--- src/design/trz_pkg.sv ---
// Shared constants, types and codes for the triangle rasterizer
package trz_pkg;

  localparam int MAX_WIDTH   = 128;
  localparam int MAX_HEIGHT  = 64;
  localparam int STORE_DEPTH = MAX_WIDTH * MAX_HEIGHT * 4;
  localparam int ADDR_W      = $clog2(STORE_DEPTH);
  localparam int XW          = $clog2(MAX_WIDTH);
  localparam int YW          = $clog2(MAX_HEIGHT);

  localparam int CW   = 24;        // coordinate and depth width
  localparam int VW   = CW + 1;    // vertex differences
  localparam int PW   = CW + 2;    // sample minus vertex
  localparam int MAW  = 34;        // multiplier operand a
  localparam int MBW  = 26;        // multiplier operand b
  localparam int PRW  = MAW + MBW; // product
  localparam int EW   = 54;        // edge functions and area
  localparam int QW   = 32;        // barycentric weight fraction bits
  localparam int RAMW = CW + 8;    // depth and coverage code

  localparam logic [7:0] MAX_W_CELLS = 8'(MAX_WIDTH);
  localparam logic [6:0] MAX_H_CELLS = 7'(MAX_HEIGHT);

  localparam logic signed [CW-1:0] DEPTH_MIN  = {1'b1, {(CW-1){1'b0}}};
  localparam logic signed [CW-1:0] DEPTH_MAX  = {1'b0, {(CW-1){1'b1}}};
  localparam logic signed [CW-1:0] NEAR_LIMIT = -CW'(3277);

  localparam logic [7:0] CODE_MODE0 = 8'd32;
  localparam logic [7:0] CODE_MODE1 = 8'd1;

  localparam logic [1:0] OP_CLEAR = 2'd0;
  localparam logic [1:0] OP_TRI   = 2'd1;
  localparam logic [1:0] OP_READ  = 2'd2;

  localparam logic [1:0] STS_DONE  = 2'd0;
  localparam logic [1:0] STS_NEAR  = 2'd1;
  localparam logic [1:0] STS_DEGEN = 2'd2;

  localparam logic [1:0] REG_SAMPLE_MODE   = 2'd0;
  localparam logic [1:0] REG_SCREEN_WIDTH  = 2'd1;
  localparam logic [1:0] REG_SCREEN_HEIGHT = 2'd2;

  typedef enum logic [4:0] {
    S_RST_CLEAR, S_IDLE, S_CLEAR, S_TRI_DIFF, S_TRI_AREA, S_TRI_D, S_TRI_CHECK,
    S_PT, S_S_MUL, S_T_MUL, S_EDGE, S_INSIDE, S_DIV, S_Z_MUL, S_Z_SUM,
    S_SAMP_RD, S_DTEST, S_NEXT, S_READ_ADDR, S_FINISH
  } state_t;

  typedef struct packed {
    logic load;
    logic clr_step;
    logic tri_diff;
    logic tri_area;
    logic tri_d;
    logic tri_init;
    logic pt;
    logic s_mul;
    logic t_mul;
    logic edg;
    logic div_init;
    logic div_step;
    logic z_mul;
    logic z_sum;
    logic dtest;
    logic next;
    logic read_issue;
    logic emit;
  } cmd_t;

  typedef struct packed {
    logic clr_last;
    logic near;
    logic degen;
    logic box_empty;
    logic in_tri;
    logic div_last;
    logic last_sample;
  } stat_t;

  typedef struct packed {
    logic       mode;
    logic [7:0] eff_w;
    logic [6:0] eff_h;
  } cfg_t;

endpackage

--- src/design/trz_ctrl.sv ---
// Sequencing state machine for the triangle rasterizer
module trz_ctrl import trz_pkg::*; (
  input  logic       clk,
  input  logic       rst_n,
  input  logic       start,
  input  logic [1:0] op,
  input  stat_t      st,
  output cmd_t       cmd,
  output logic       busy
);

  state_t state_r, state_nxt;

  always_ff @(posedge clk) begin
    if (!rst_n) begin
      state_r <= S_RST_CLEAR;
    end else begin
      state_r <= state_nxt;
    end
  end

  always_comb begin
    state_nxt = state_r;
    case (state_r)
      S_RST_CLEAR: if (st.clr_last) state_nxt = S_IDLE;
      S_IDLE: begin
        if (start) begin
          case (op)
            OP_CLEAR: state_nxt = S_CLEAR;
            OP_TRI:   state_nxt = S_TRI_DIFF;
            OP_READ:  state_nxt = S_READ_ADDR;
            default:  state_nxt = S_FINISH;
          endcase
        end
      end
      S_CLEAR:     if (st.clr_last) state_nxt = S_FINISH;
      S_TRI_DIFF:  state_nxt = S_TRI_AREA;
      S_TRI_AREA:  state_nxt = S_TRI_D;
      S_TRI_D:     state_nxt = S_TRI_CHECK;
      S_TRI_CHECK: begin
        if (st.near || st.degen || st.box_empty) state_nxt = S_FINISH;
        else state_nxt = S_PT;
      end
      S_PT:        state_nxt = S_S_MUL;
      S_S_MUL:     state_nxt = S_T_MUL;
      S_T_MUL:     state_nxt = S_EDGE;
      S_EDGE:      state_nxt = S_INSIDE;
      S_INSIDE:    state_nxt = st.in_tri ? S_DIV : S_NEXT;
      S_DIV:       if (st.div_last) state_nxt = S_Z_MUL;
      S_Z_MUL:     state_nxt = S_Z_SUM;
      S_Z_SUM:     state_nxt = S_SAMP_RD;
      S_SAMP_RD:   state_nxt = S_DTEST;
      S_DTEST:     state_nxt = S_NEXT;
      S_NEXT:      state_nxt = st.last_sample ? S_FINISH : S_PT;
      S_READ_ADDR: state_nxt = S_FINISH;
      S_FINISH:    state_nxt = S_IDLE;
      default:     state_nxt = S_IDLE;
    endcase
  end

  always_comb begin
    cmd  = '0;
    busy = (state_r != S_IDLE);
    case (state_r)
      S_RST_CLEAR: cmd.clr_step = 1'b1;
      S_IDLE:      cmd.load = start;
      S_CLEAR:     cmd.clr_step = 1'b1;
      S_TRI_DIFF:  cmd.tri_diff = 1'b1;
      S_TRI_AREA:  cmd.tri_area = 1'b1;
      S_TRI_D:     cmd.tri_d = 1'b1;
      S_TRI_CHECK: cmd.tri_init = 1'b1;
      S_PT:        cmd.pt = 1'b1;
      S_S_MUL:     cmd.s_mul = 1'b1;
      S_T_MUL:     cmd.t_mul = 1'b1;
      S_EDGE:      cmd.edg = 1'b1;
      S_INSIDE:    cmd.div_init = st.in_tri;
      S_DIV:       cmd.div_step = 1'b1;
      S_Z_MUL:     cmd.z_mul = 1'b1;
      S_Z_SUM:     cmd.z_sum = 1'b1;
      S_SAMP_RD:   cmd = '0;
      S_DTEST:     cmd.dtest = 1'b1;
      S_NEXT:      cmd.next = !st.last_sample;
      S_READ_ADDR: cmd.read_issue = 1'b1;
      S_FINISH:    cmd.emit = 1'b1;
      default:     cmd = '0;
    endcase
  end

endmodule

--- config.mk ---
export PLATFORM = sky130hd
export DESIGN_NAME = trz_ctrl
export DESIGN_NICKNAME = d
export VERILOG_FILES = /design/src/design/trz_pkg.sv /design/src/design/trz_ctrl.sv
export SDC_FILE = /design/constraint.sdc
export NUM_CORES = 1
export LEC_CHECK = 0
export BUFFER_PORTS_ARGS = -buffer_cell sky130_fd_sc_hd__buf_2
export CAP_MARGIN = 10
export CORE_AREA = 2 2 39 41
export CTS_CLUSTER_SIZE = 40
export DETAILED_ROUTE_END_ITERATION = 12
export DIE_AREA = 0 0 41 43
export PLACE_DENSITY_LB_ADDON = 0.08
export SYNTH_ARGS = -nofsm -noshare
export SYNTH_HDL_FRONTEND = slang
export SYNTH_SLANG_ARGS = --single-unit
--- constraint.sdc ---
create_clock -name clk -period 2.7 [get_ports clk]
set_input_delay 0.135 -clock clk [delete_from_list [all_inputs] [get_ports clk]]
set_output_delay 0.135 -clock clk [all_outputs]
set_load 0.005 [all_outputs]
==> results of run 1 <==
-- synth_stat cells --
cell        n
a211oi_2    1
a21boi_0    1
a21oi_1     2
a22oi_1     1
a2bb2oi_1   1
a311oi_1    1
a31oi_1     1
and3_1      1
and4_1      1
buf_2       2
clkbuf_1    4
dfxtp_1     5
inv_1       4
nand2_1     6
nand2b_1    3
nand3b_1    2
nand4b_1    1
nor2_1     12
nor2b_1     2
nor3_1     11
nor4_1      2
o211a_1     3
o21ai_0     2
o22ai_1     1
o31ai_2     1
o32a_1      1
or2_1       1
or3_1       1
or3_4       2
or3b_1      1
or4_1       2
-- per-stage QoR --
step | total power [uW] | instances
2_1_floorplan | 486 | 79
3_3_place_gp | 592 | 119
3_5_place_dp | 598 | 119
4_1_cts | 686 | 123
5_1_grt | 756 | 123
6_report | 682 | 123
-- power groups by stage --
stage	Sequential (uW)	Clock (uW)	Combinational (uW)
4_1_cts	216	89.3	380
5_1_grt	237	96.0	423
6_report	220	85.1	377
2_1_floorplan	136	0	350
3_5_place_dp	219	0	379
3_3_place_gp	216	0	376
-- cell type report --
| cell class | instances | area share, % |
|---|---|---|
| tap | 16 | 2.84 |
| inverter | 4 | 2.13 |
| timing repair buffer | 30 | 21.3 |
| clock buffer | 4 | 3.72 |
| multi-input combinational | 64 | 55.9 |
| sequential | 5 | 14.2 |
-- worst min-delay path by stage --
| stage | end | slack [ns] | depth (start not counted) |
|---|---|---|---|
| floorplan | state_r[2]$_SDFFE_PN0P_ | 0.27 | 1 |
| global placement | state_r[2]$_SDFFE_PN0P_ | 0.42 | 2 |
| detailed placement | state_r[2]$_SDFFE_PN0P_ | 0.41 | 2 |
| CTS | state_r[2]$_SDFFE_PN0P_ | 0.17 | 2 |
| global route | state_r[2]$_SDFFE_PN0P_ | 0.16 | 2 |
| finish | state_r[2]$_SDFFE_PN0P_ | 0.17 | 2 |
-- worst max-delay path, stage by stage, from the launching register on --
cell and delay [ns]:
dfxtp_1 0.63, nand2b_1 0.37, o32a_1 0.31, o31ai_2 0.15, a311oi_1 0.26
-- kinds of logic after synthesis --
logic type	after synthesis	synth area share, %
AND/OR/NAND/NOR	48	49.4
buffers and inverters	10	7.49
flip-flops	5	18.7
AO/OA/AOI/OAI	16	24.4
-- metal layers --
layer	track usage [%]	part of all wire (%)	wire length, um
met1	26.7	48	711
met3	7.85	6.2	93
met2	29.4	46	685
met5	0	0	0
met4	0	0	0
==> results.yml, run 1 <==
outcome:
  status: "finished, final reports clean"
drt:
  wl_per_cell_um: 12.1
  drtIter0Drc: 13
  wl_mm: 1.49
  detail-route-antenna-nets: 0
  vias: 663
  first_pass_iters: 4
  via_per_inst: 5.39
  drc: 0
floorplanning:
  rows: 14
  start_util_pct: 38.6
  coreArea_sq_um: 1380
  dieArea_sq_um: 1760
  io_pins: 31
  die_h_um: 43
  die_w_um: 41
cts:
  htree_num_levels: 1
  cts_root_buf: "clkbuf_4"
  ctsHoldBuffers: 0
  cts_setup_buffers: 0
  max-clock-path-buffers: 2
  cts_inserted_buffers: 3
  insertion_delay_ns: 0.24
  cts.repair.resized: 0
  cts.sinks: 5
  cts_tree: "yes"
  cts.clk_slew.worst_paths_ns: 0.05
critical_path:
  r2r-end: "state_r[4]$_SDFFE_PN0P_"
  cp-startpoint: "state_r[3]$_SDFFE_PN0P_"
  crit_type: "reg -> reg"
  crit_fanout: 17
  crit_end: "state_r[4]$_SDFFE_PN0P_"
  reg2reg_from: "state_r[3]$_SDFFE_PN0P_"
  cp.required_ns: 2.84
  setup.worst_path.start_class: "register"
  r2r_slack_ns: 0.89
  reg2reg_depth: 4
  end_kind: "register"
  worstPathArrival_ns: 1.96
synth:
  syn_avg_cell_area_sq_um: 6.76
  yosysSeqAreaShare_pct: 18.7
  synth.largest_area_cell: "dfxtp_1"
  syn_area_sq_um: 534
  synth-seq-cells: 5
  yosysWarningCount: 0
  netlist_instances: 79
  synth_top_area_share_pct: 18.7
  netlist_top_cells_area: "dfxtp_1 19%, nor3_1 10%, nor2_1 8.4%"
  synthesis.nets: 91
  yosysUniqueCellTypes: 31
power_and_ir_drop:
  switching_share_pct: 48.9
  ir_drop_uv: 384
  seqPwrFrac_pct: 32.3
  internal_power_uw: 348
  leakage_uw: 0.000350
  power_per_cell_area_nw_per_um2: 967
  switching_power_uw: 334
  p_comb_share_pct: 55.2
  clkPwrFrac_pct: 12.5
timing:
  tns_ns: 0
  drv_slew: 0
  finalWorstSetupSlack_ns: 0.887
  hold_viol: 0
  finalCritPeriodShare_pct: 67.2
  fin_crit_ns: 1.81
  rsz0062_at_grt: "no"
  worstMarginPinSlew_ns: 0.509
  final-setup-viol-count: 0
  fmax_ghz: 0.551
  whs_ns: 0.174
  fin_skew_ns: 0.00326
  worst_slew_margin_rel_pct: 66.0
final_layout:
  top_register: "state_r"
  diodes: 0
  final_common_cell: "buf_2"
  stdcell_area_sq_um: 706
  reg_top3: "state_r x5"
  multiInputGateArea_sq_um: 394
  fillers: 158
  final_cell_mix: "30 x buf_2, 12 x nor2_1, 11 x nor3_1"
  final_layout_size_suffix_gt1_share_pct: 34.6
  area_growth_pct: 32.1
  regArea_sq_um: 100
  fin_nets: 120
  fin_util_pct: 51.0
  largest_register_ffs: 5
min_path:
  hp-class: "in -> reg"
  hold_start: "rst_n"
placement:
  place_area_sq_um: 679
  gp_congestion: 0.786
  io_buffers: 30
  hpwlAfterDp_mm: 1.12
  pre_cts_ws_ns: 0.893
grt:
  grt_pass1_wl_mm: 2.43
  grt_pass1_vias: 567
  track_usage_pct: 19.3
  grt_max_degree: 18
  grt-ovfl-total: 0
  antenna_found_initial: 0
flow_run:
  drv_cap: 0
Power figures use the tool's default switching activity.
==> run 2, diff against run 1 <==
- ABC_AREA: not set -> 1
- CORE_AREA: 2 2 39 41 -> 2 2 41 47
- DIE_AREA: 0 0 41 43 -> 0 0 43 49
- clock period: 2.7 -> 1.6 ns (I/O delays scaled with it)
==> run 2 against run 1 <==
First-iteration DRC count grew 7.7%. Sequential share of layout area shrank 1.7 points. Cell count grew 31%. Synthesized cell count grew 38%. Power grew 62%. Wire length grew 13%. Worst hold slack lost 0.056 ns. Clock power grew 65%. Critical path type is now reg -> out. Critical endpoint is now cmd[17]. Largest power group unchanged.
==> results.yml, run 2 <==
cts:
  cts_root_buf: "clkbuf_4"
  insertion_delay_ns: 0.24
  cts.clk_slew.worst_paths_ns: 0.04
  cts.sinks: 5
  cts_inserted_buffers: 3
  cts_setup_buffers: 0
  max-clock-path-buffers: 2
  cts_tree: "yes"
  htree_num_levels: 1
critical_path:
  setup.worst_path.start_class: "register"
  crit_type: "reg -> out"
  cp.required_ns: 1.52
  end_kind: "primary output"
  crit_fanout: 7
  worstPathArrival_ns: 1.38
grt:
  grt_pass1_wl_mm: 3.03
  grt_max_degree: 10
  antenna_found_initial: 0
  track_usage_pct: 17.7
  grt-ovfl-total: 0
  grt_pass1_vias: 729
synth:
  yosysUniqueCellTypes: 21
  syn_area_sq_um: 623
  syn_avg_cell_area_sq_um: 5.72
  synthMostInstantiatedCell: "nor2_1"
  synth_top_area_share_pct: 16.9
  synth-seq-cells: 5
  synthArstFlopShare_pct: 0
  synth_commonest_cells: "28 x nor2_1, 17 x nand2_1, 16 x inv_1"
  yosysWarningCount: 0
  yosys_most_used_dff: "dfxtp_1"
  netlist_instances: 109
  synth.largest_area_cell: "nor2_1"
  synthesis.nets: 121
  netlist_top_cells_area: "nor2_1 17%, dfxtp_1 16%, nand2_1 10%"
  yosysSeqAreaShare_pct: 16.1
  synth_edf_count: 0
outcome:
  status: "finished, final reports clean"
power_and_ir_drop:
  power_per_cell_area_nw_per_um2: 1340
  leakage_uw: 0.000482
  switching_share_pct: 52.2
  seqPwrFrac_pct: 20.9
  ir_drop_uv: 660
  clkPwrFrac_pct: 12.7
  switching_power_uw: 577
  p_comb_share_pct: 66.4
  internal_power_uw: 527
  p_total_uw: 1100
flow_run:
  drv_cap: 0
drt:
  first_pass_iters: 4
  wl_per_cell_um: 10.5
  vias: 775
  via_per_inst: 4.81
  detail-route-antenna-nets: 0
  drc: 0
  wl_mm: 1.69
  drtIter0Drc: 14
floorplanning:
  io_pins: 31
  die_h_um: 49
  dieArea_sq_um: 2110
  start_util_pct: 37.1
  rows: 16
  coreArea_sq_um: 1680
  die_w_um: 43
timing:
  tns_ns: 0
  final-setup-viol-count: 0
  whs_ns: 0.119
  fmax_ghz: 0.685
  fin_crit_ns: 1.46
  finalWorstSetupSlack_ns: 0.141
  fin_skew_ns: 0.00134
  finalCritPeriodShare_pct: 91.2
  drv_slew: 0
  hold_viol: 0
  worst_slew_margin_rel_pct: 81.6
  rsz0062_at_grt: "no"
  worstMarginPinSlew_ns: 0.276
final_layout:
  final_layout_size_suffix_gt1_share_pct: 38.5
  multiInputGateArea_sq_um: 444
  reg_top3: "state_r x5"
  diodes: 0
  final_cells: 161
  regArea_sq_um: 103
  final_cell_mix: "30 x buf_2, 28 x nor2_1, 17 x nand2_1"
  fillers: 190
  final_common_cell: "buf_2"
  area_growth_pct: 32.3
  fin_nets: 156
  largest_register_ffs: 5
  top_register: "state_r"
placement:
  pre_cts_ws_ns: 0.151
  dp_cells: 157
  hpwlAfterDp_mm: 1.42
  io_buffers: 30
  gp_congestion: 0.828
min_path:
  hp-class: "in -> reg"
==> run 2: cell types whose count changed in the layout (fill, tap and decap cells not counted), sizes merged, moves of 3 or more <==
cell    change
inv        +15
nand2      +15
nand2b      -3
nand3      +11
nand4       +4
nor2       +23
nor3        -9
o211a       -3
o21ai       +3
or3         -3
==> run 2: cell families (layout without fill, tap and decap cells) <==
logic type	count (synthesis)	in the layout	share of synthesized area, %
and+or+nand+nor	73	73	61.8
buffers and inverters	20	54	12.7
DFF	5	5	16.1
AOI/OAI and AO/OA	11	11	9.44
==> run 2: final timing paths <==
| check | from | to | slack, ns | depth (start not counted) |
|---|---|---|---|---|
| worst max-delay path | state_r[2]$_SDFFE_PN0P_ | cmd[17] | 0.14 | 6 |
| worst min-delay path | rst_n | state_r[1]$_SDFFE_PN0P_ | 0.12 | 3 |
| worst max register to register | state_r[1]$_SDFFE_PN0P_ | state_r[0]$_SDFFE_PN0P_ | 0.18 | 9 |
| worst min register to register | state_r[0]$_SDFFE_PN0P_ | state_r[0]$_SDFFE_PN0P_ | 0.59 | 2 |
==> run 2: layer usage <==
metal | vias to the layer above | global-route usage [%] | wire length [um]
met4 | 0 | 6.06 | 34
li1 | 414 | - | -
met2 | 31 | 27.8 | 762
met1 | 326 | 25.0 | 790
met5 | - | 0 | 0
met3 | 4 | 1.85 | 102
==> run 2: worst max-delay path, cell delays in order, from the launching register on <==
cell and delay [ns]:
dfxtp_1 0.38, nor2_4 0.25, nand2_4 0.10, nor2_4 0.14
inv_1 0.09, nor2_1 0.08, buf_2 0.11
==> run 2: power groups by stage <==
stage               combinational (uW)  clock [uW]  sequential [uW]
detailed placement                 735           0              230
global placement                   741           0              226
finish                             733         140              231
floorplan                          568           0              207
CTS                                737         146              227
global route                       838         158              239
==> run 2: final cells by class <==
| type | instances | area share, % |
|---|---|---|
| Inverter | 19 | 8.65 |
| Multi-Input combinational cell | 84 | 53.9 |
| Timing Repair Buffer | 31 | 19.1 |
| Sequential cell | 5 | 12.4 |
| Tap cell | 18 | 2.73 |
| Clock buffer | 4 | 3.19 |
==> run 2: through the flow <==
step                      utilization (%)  cell area, sq um
after floorplan                         -               623
after global placement               47.3               796
after detailed placement             47.3               796
after CTS                            48.9               822
after global routing                 49.0               825
final                                49.0               825
==> run 2: repair_timing <==
action                                  CTS  global route
gates resized for setup                   0             2
hold buffers                              0             0
endpoints found under the setup margin    0             3
==> run 3, diff against run 2 <==
- RECOVER_POWER: not set -> 100
==> run 3 against run 2 <==
Clock power is essentially flat. Worst hold slack worse by 0.0040 ns. Combinational power down 2.7%. Critical path depth down 1. Global-route usage stayed put. Die area did not move.
==> results.yml, run 3 (same netlist as run 2, synthesis figures left out) <==
outcome:
  status: "finished, final reports clean"
final_layout:
  final_cell_mix: "29 x nor2_1, 23 x buf_2, 18 x nand2_1"
  final_layout_size_suffix_gt1_share_pct: 32.2
  reg_top3: "state_r x5"
  top_register: "state_r"
  fin_nets: 156
  final_cells: 161
  area_growth_pct: 29.9
  final_common_cell: "nor2_1"
  fillers: 193
  stdcell_area_sq_um: 810
  diodes: 0
  largest_register_ffs: 5
timing:
  whs_ns: 0.115
  worst_slew_margin_rel_pct: 80.8
  fin_skew_ns: 0.00123
  finalWorstSetupSlack_ns: 0.142
  hold_viol: 0
  fmax_ghz: 0.686
  drv_slew: 0
  fin_crit_ns: 1.46
  worstMarginPinSlew_ns: 0.288
  rsz0062_at_grt: "no"
  finalCritPeriodShare_pct: 91.1
  tns_ns: 0
  final-setup-viol-count: 0
drt:
  detail-route-antenna-nets: 0
  wl_per_cell_um: 10.6
  first_pass_iters: 4
  drtIter0Drc: 12
  wl_mm: 1.70
  vias: 780
  via_per_inst: 4.84
  drc: 0
min_path:
  hp-class: "in -> reg"
cts:
  ctsHoldBuffers: 0
  cts_inserted_buffers: 3
  cts_tree: "yes"
  htree_num_levels: 1
  cts_root_buf: "clkbuf_4"
  insertion_delay_ns: 0.24
  cts.clk_slew.worst_paths_ns: 0.04
  cts.repair.resized: 0
  cts_setup_buffers: 0
  cts.sinks: 5
  max-clock-path-buffers: 2
placement:
  gp_congestion: 0.828
  io_buffers: 30
  pre_cts_ws_ns: 0.151
  hpwlAfterDp_mm: 1.42
  dp_cells: 157
  place_area_sq_um: 796
critical_path:
  crit_fanout: 7
  setup.worst_path.start_class: "register"
  worstPathArrival_ns: 1.38
  end_kind: "primary output"
  crit_type: "reg -> out"
  cp.required_ns: 1.52
floorplanning:
  rows: 16
  dieArea_sq_um: 2110
  coreArea_sq_um: 1680
  start_util_pct: 37.1
  die_w_um: 43
  die_h_um: 49
  io_pins: 31
grt:
  antenna_found_initial: 0
  grt-ovfl-total: 0
  track_usage_pct: 17.7
  grt_pass1_vias: 729
  grt_max_degree: 10
  grt_pass1_wl_mm: 3.03
flow_run:
  drv_cap: 0
power_and_ir_drop:
  power_per_cell_area_nw_per_um2: 1340
  leakage_uw: 0.000460
  ir_drop_uv: 657
[run 3: cell type report]
cell class,instances,area [sq um],area share (%)
well taps,18,22.5,2.78
repair buffers,31,153,18.9
multi-input cells,84,434,53.6
flip-flops and latches,5,103,12.7
clock buffers,4,26.3,3.25
inverters,19,71.3,8.81
[run 3: worst max-delay path, stage by stage (launching register included)]
cell and delay, ns:
dfxtp_1 0.43, nand2_1 0.20, nor2_1 0.25, nand2_1 0.10, inv_1 0.06, buf_2 0.10
[run 3: where the power goes]
part	total [uW]	internal, uW	leakage (uW)	switching, uW
Sequential	228	166	0.0000417	61.7
Clock	141	94.0	0.0000150	46.6
Combinational	713	257	0.000403	456
Total	1080	517	0.000460	564
[run 3: stage by stage]
stage / utilization, % / total power [uW]
final: 48.1 / 1080
after global routing: 48.1 / 1210
after CTS: 48.9 / 1110
after detailed placement: 47.3 / 965
after global placement: 47.3 / 966
after floorplan: - / 775
[run 3: final timing paths]
check | cells after the start | slack (ns) | startpoint | endpoint
worst max register to register | 8 | 0.17 | state_r[1]$_SDFFE_PN0P_ | state_r[1]$_SDFFE_PN0P_
worst max-delay path | 5 | 0.14 | state_r[1]$_SDFFE_PN0P_ | cmd[7]
worst min-delay path | 3 | 0.11 | rst_n | state_r[1]$_SDFFE_PN0P_
worst min register to register | 2 | 0.59 | state_r[0]$_SDFFE_PN0P_ | state_r[0]$_SDFFE_PN0P_
[run 3: metal layers]
metal | vias up | track usage, % | wire length, um
met5 | - | 0 | 0
met4 | 0 | 6.06 | 34
met3 | 4 | 1.85 | 106
met2 | 31 | 27.8 | 774
met1 | 332 | 25.0 | 784
li1 | 413 | - | -
